## config.mk

```make
export PLATFORM = sky130hd
export DESIGN_NAME = blz_parse
export DESIGN_NICKNAME = d
export VERILOG_FILES = /design/src/rtl/blz_pkg.sv /design/src/rtl/blz_parse.sv
export VERILOG_INCLUDE_DIRS = /design/src /design/src/rtl
export SDC_FILE = /design/constraint.sdc
export NUM_CORES = 1
export LEC_CHECK = 0
export BUFFER_PORTS_ARGS = -buffer_cell sky130_fd_sc_hd__buf_4
export CAP_MARGIN = 20
export CORE_MARGIN = 4
export CORE_UTILIZATION = 54
export CTS_BUF_LIST = sky130_fd_sc_hd__clkbuf_8
export CTS_CLUSTER_DIAMETER = 200
export DETAILED_ROUTE_END_ITERATION = 12
export PLACE_DENSITY_LB_ADDON = 0.25
export RECOVER_POWER = 50
export SLEW_MARGIN = 20
export SYNTH_ARGS = -nofsm -noshare
export SYNTH_HDL_FRONTEND = slang
export SYNTH_SLANG_ARGS = --single-unit
```

## constraint.sdc

```tcl
create_clock -name clk -period 2.53 [get_ports clk]
set_input_delay 0.1265 -clock clk [delete_from_list [all_inputs] [get_ports clk]]
set_output_delay 0.1265 -clock clk [all_outputs]
set_load 0.02 [all_outputs]
```

## src/rtl/assert_macros.svh

```systemverilog
// Assertion macros shared by the BLZ decompressor modules.
`ifndef ASSERT_MACROS_SVH
`define ASSERT_MACROS_SVH

// Same-cycle implication, sampled on clk, off while arst_n is low.
`define BLZ_ASSERT_IMPL(name, ante, cons, msg) \
	name: assert property (@(posedge clk) disable iff (!arst_n) (ante) |-> (cons)) \
		else $error(msg);

// Next-cycle implication, sampled on clk, off while arst_n is low.
`define BLZ_ASSERT_NEXT(name, ante, cons, msg) \
	name: assert property (@(posedge clk) disable iff (!arst_n) (ante) |=> (cons)) \
		else $error(msg);

`endif

```

## src/rtl/blz_pkg.sv

```systemverilog
// Shared constants and types for the BLZ decompressor.
`timescale 1ns / 1ps
package blz_pkg;

	localparam int HIST_DEPTH = 8192;
	localparam int HIST_AW    = $clog2(HIST_DEPTH);
	localparam int SUM_W      = HIST_AW + 1;
	localparam int FILL_W     = $clog2(HIST_DEPTH + 1);

	localparam int LEN_W        = 5;
	localparam int DIST_W       = 13;
	localparam int LEN_BIAS     = 3;
	// distance minus one: the source sits that far above the current write_pos
	localparam int DIST_M1_BIAS = 2;

	typedef struct packed {
		logic              start;
		logic              copy;
		logic [7:0]        lit;
		logic              last;
		logic [LEN_W-1:0]  len;
		logic [DIST_W-1:0] dist_m1;
	} blz_cmd_t;

endpackage

```

## src/rtl/blz_parse.sv

```systemverilog
// Token parser: flag byte tracking, literal and copy token decode.
`timescale 1ns / 1ps
`include "assert_macros.svh"
module blz_parse
	import blz_pkg::*;
(
	input  logic       clk,
	input  logic       arst_n,
	input  logic       fire,
	input  logic [7:0] comp_byte,
	input  logic       final_in,
	output blz_cmd_t   cmd
);

	typedef enum logic [1:0] {
		PH_FLAG,
		PH_LIT,
		PH_COPY_LO
	} phase_t;

	phase_t     phase_q, phase_n;
	logic [7:0] flag_q, flag_n;
	logic [3:0] bits_left_q, bits_left_n;
	logic [7:0] token_high_q, token_high_n;
	logic       consume;
	logic [3:0] bits_dec;

	always_comb begin
		cmd          = '0;
		phase_n      = phase_q;
		flag_n       = flag_q;
		bits_left_n  = bits_left_q;
		token_high_n = token_high_q;
		consume      = 1'b0;
		bits_dec     = (bits_left_q != 4'd0) ? bits_left_q - 4'd1 : 4'd0;

		case (phase_q)
			PH_LIT: begin
				if (!flag_q[7]) begin
					cmd.start = fire;
					cmd.copy  = 1'b0;
					cmd.lit   = comp_byte;
					cmd.last  = final_in;
					cmd.len   = LEN_W'(1);
					consume   = 1'b1;
				end else if (final_in) begin
					// stream ends inside a copy token: drop it
					flag_n      = '0;
					bits_left_n = '0;
					phase_n     = PH_FLAG;
				end else begin
					token_high_n = comp_byte;
					phase_n      = PH_COPY_LO;
				end
			end
			PH_COPY_LO: begin
				cmd.start   = fire;
				cmd.copy    = 1'b1;
				cmd.last    = final_in;
				cmd.len     = LEN_W'(token_high_q[7:4]) + LEN_W'(LEN_BIAS);
				cmd.dist_m1 = DIST_W'({token_high_q[3:0], comp_byte}) + DIST_W'(DIST_M1_BIAS);
				consume     = 1'b1;
			end
			default: begin
				if (final_in) begin
					flag_n      = '0;
					bits_left_n = '0;
					phase_n     = PH_FLAG;
				end else begin
					flag_n      = comp_byte;
					bits_left_n = 4'd8;
					phase_n     = PH_LIT;
				end
			end
		endcase

		if (consume) begin
			flag_n      = {flag_q[6:0], 1'b0};
			bits_left_n = bits_dec;
			if (final_in) begin
				flag_n      = '0;
				bits_left_n = '0;
				phase_n     = PH_FLAG;
			end else if (bits_dec == 4'd0) begin
				phase_n = PH_FLAG;
			end else begin
				phase_n = PH_LIT;
			end
		end
	end

	always_ff @(posedge clk or negedge arst_n) begin
		if (!arst_n) begin
			phase_q      <= PH_FLAG;
			flag_q       <= '0;
			bits_left_q  <= '0;
			token_high_q <= '0;
		end else if (fire) begin
			phase_q      <= phase_n;
			flag_q       <= flag_n;
			bits_left_q  <= bits_left_n;
			token_high_q <= token_high_n;
		end
	end

	`BLZ_ASSERT_IMPL(a_bits_range, 1'b1, bits_left_q <= 4'd8, "bits_left above eight")
	`BLZ_ASSERT_IMPL(a_lit_has_bits, phase_q == PH_LIT, bits_left_q != 4'd0, "token phase with no flag bits")

endmodule

```

==> impl_summary.md <==
Global route
The number of global-route vias before repair is 1,283. The pin count of the biggest net entering global routing is 23. The number of antenna violations at the first check in global routing is 0. The remaining global-route overflow is 0. Across every metal layer, demand over resource in global routing totals 21.8%. The first global-routing pass estimated between 6 and 7 mm of wire.

Worst setup path
The startpoint identified for the worst register-to-register timing path is phase_q[1]. Along the worst path, the maximum fanout reaches 12. STA classifies the critical path startpoint as a flop. At the worst endpoint, the required time is around 2.7 ns. The register-to-register setup slack is 0.47 ns.

The data arrival at the endpoint of the critical path is approximately 2.2 ns. The worst register-to-register path ends at flag_q[1]. The critical path in this run is classified as flop to flop. STA classifies the critical path endpoint as a flop. The number of cells on the worst reg-to-reg path is 6.

Final layout
Relative to the synthesized area, the layout overhead comes to 21.8%. The register area is 551 sq um. The antenna diode count is 0. The post-route netlist has 27.3% of its cells at a drive strength greater than 1.

The combined area of the multi-input logic cells is 891 sq um. The number of nets in the finished design is 215. Leaving out fill and tap cells, the most frequent cell in the layout is buf_4.

The fraction of the core area covered by cells at the end of the flow is a little under three quarters. The count of fill cells added during filler insertion is 214. Leaving out fill and tap cells, the most frequent cells in the layout are buf_4 (32), dfrtp_1 (22), and2_1 (15).

STA
The worst setup skew after layout is 0.00235 ns. The worst path in the final design needs a cycle of 2.06 ns, including I/O delays and setup. Setup repair after global routing left no endpoint under its margin.

The worst-case headroom to the max-slew limit is 18.3%. The worst hold slack is 0.0695 ns. The final critical-path share of the clock period is between 80% and 90%. Setup violations remaining at the end of the flow were counted as 0. The hold violation count in the final report is 0.

The maximum achievable frequency is 485 MHz. The actual transition at the worst max-transition pin is 1.23 ns. Summed over all failing endpoints, the final setup total negative slack is 0 ns. The number of slew-limit violations in the final report is 0.

Floorplanning
The standard-cell row count is 18. The die covers ~3700 sq um. Once the floorplan was initialized, standard cells occupied 59.1% of the core. The vertical die dimension is 61.0 microns. The core area is 2570 sq um. 41 I/O pins were placed. The floorplan step set the die width to 61.0 microns.

Worst hold path
In this run the worst hold path is classified as input pin to flop. The number of cells on the worst hold path is 2. The worst min-delay path startpoint is fire. The capture endpoint of the worst hold path is flag_q[7].

Status
The flow ran to the end, and the final reports show no timing, DRC or antenna violations.

Placed design
Port buffering added 40 buffers. At the end of routability-driven placement, the weighted congestion stood at 0.885. The half-perimeter wire length after placement is 2.63 mm.

Clock tree
The tree is rooted in a clkbuf_8. In this run the number of H-tree levels came out at 1. The clock net in this run drives a total of 22 sinks. The clock reaches the later pin of the worst-skew pair after 0.26 ns.

TritonCTS built the clock tree. The number of setup buffers added after CTS is 0. In this run the deepest clock path goes through 2 buffers.

After clock tree synthesis, the clock-pin slew on the worst setup and hold paths is 0.08 ns. The total CTS buffers is 3.

Power
In this run the static leakage power is 0.000872 uW. The worst vdd rail ir drop is between 800 and 900 uV. Dividing total power by cell area gives a power density of 1140 nW/um^2. Summing internal, switching and leakage power gives about 2100 uW.

Routing
The total iterations of the first detailed-routing run is 5. For this run, design rule violations remaining after detail routing come to 0. The starting DRC count in detailed routing is 99.

In the routed layout, each cell is associated on average with a via count of between 5 and 6. In the final routed layout, each cell accounts on average for 16.2 microns. The total via count in the routed design is 1,328.

The routed design has 3.70 mm of wire. The count of antenna-violating nets left after detailed routing is 0.

Yosys
Averaged over all synthesized cells, the footprint is 9.37 sq um. The share of synthesized registers carrying an async set or reset is 100%. The number of nets handed over by synthesis was 178. For this run, the number of Yosys warnings is 0. The post-synthesis instance area is 1520 sq um. The distinct cell type count after synthesis is 35. The sequential fraction of the synthesis area is 36.3%. For this run, the leading register cell type out of synthesis is dfrtp_1.

Counting flops with a built-in enable in the synthesized netlist gives 0. Synthesis inferred 22 register bits. The cell count after synthesis is 162.

Run
The max-cap check violation count is 0.
where the power goes:
part	total (uW)	leakage (uW)	switching (uW)	internal [uW]
Combinational	1240	0.000562	676	562
Sequential	621	0.000281	124	497
Clock	255	0.0000288	117	139
worst max path at each step:
stage          cells after the start  startpoint        endpoint
2_1_floorplan                      7  phase_q[0]       flag_q[1]
3_3_place_gp                       5  phase_q[0]       flag_q[2]
3_5_place_dp                       6  phase_q[1]       flag_q[4]
4_1_cts                            6  phase_q[1]       flag_q[1]
5_1_grt                            7  phase_q[1]  bits_left_q[1]
6_report                           6  phase_q[1]       flag_q[1]
metrics by stage:
stage | area, sq um | setup slack (ns) | cells
final | 1850 | 0.470 | 228
after detailed placement | 1820 | 0.492 | 223
after CTS | 1890 | 0.477 | 228
after global placement | 1820 | 0.585 | 223
after global routing | 1850 | 0.311 | 228
after floorplan | 1520 | 0.633 | 162
final cells by class:
type	instances	share of cell area [%]
flip-flops and latches	22	29.8
repair buffers	43	15.6
well taps	30	2.03
clock buffers	4	2.98
multi-input cells	122	48.2
inverters	7	1.42
per-layer routing:
metal,share of wire (%),global-route usage [%],up-vias
li1,-,-,631
met1,43,29.1,615
met2,47,35.0,69
met3,8.0,3.56,13
met4,2.6,9.60,0
met5,0,0,-
what timing repair did:
item / 4_1_cts / 5_1_grt
endpoints found under the hold margin: 22 / 0
hold buffers: 1 / 0
setup endpoints to repair: 0 / 0
resized for setup: 0 / 0
synth_stat cells (2+ instances only):
| library cell | count | area share [%] |
|---|---|---|
| nand2_1 | 6 | 1.5 |
| o21ai_0 | 3 | 0.99 |
| nor2_1 | 12 | 3.0 |
| and2_1 | 19 | 7.8 |
| o211ai_1 | 3 | 1.5 |
| mux2_2 | 10 | 7.4 |
| ha_1 | 4 | 3.3 |
| a22o_1 | 7 | 4.0 |
| clkbuf_1 | 9 | 2.2 |
| nand3_1 | 5 | 1.6 |
| a21oi_1 | 5 | 1.6 |
| xnor2_1 | 5 | 2.9 |
| nor3_1 | 5 | 1.6 |
| mux2_4 | 4 | 4.0 |
| nand4_1 | 4 | 1.6 |
| and4_1 | 2 | 1.2 |
| inv_1 | 7 | 1.7 |
| nand2b_1 | 3 | 1.2 |
| xor2_1 | 6 | 3.5 |
| or3_1 | 3 | 1.2 |
| a32o_1 | 2 | 1.3 |
| dfrtp_1 | 22 | 36 |
| nor2b_1 | 4 | 1.6 |
critical path: stages, from the launching register on:
cell     delay (ns)
dfrtp_1        0.40
inv_1          0.06
ha_1           0.20
nor2b_1        0.43
o22ai_2        0.26
and2_4         0.28
mux2_4         0.31
state kept, by name (all words and copies together), names as in the netlist:
| name | flops |
|---|---|
| phase_q | 2 |
| flag_q | 8 |
| bits_left_q | 4 |
| token_high_q | 8 |
logic make-up (layout without fill, tap and decap cells):
family / Yosys count / in the layout / share of synthesized area [%]
flops: 22 / 22 / 36.3
xor+xnor: 11 / 11 / 6.35
fa+ha+maj: 4 / 4 / 3.30
simple gates: 68 / 68 / 25.3
buf+inv: 18 / 54 / 5.03
mux: 15 / 15 / 12.0
compound gates: 24 / 24 / 11.7
Power figures use the tool's default switching activity.
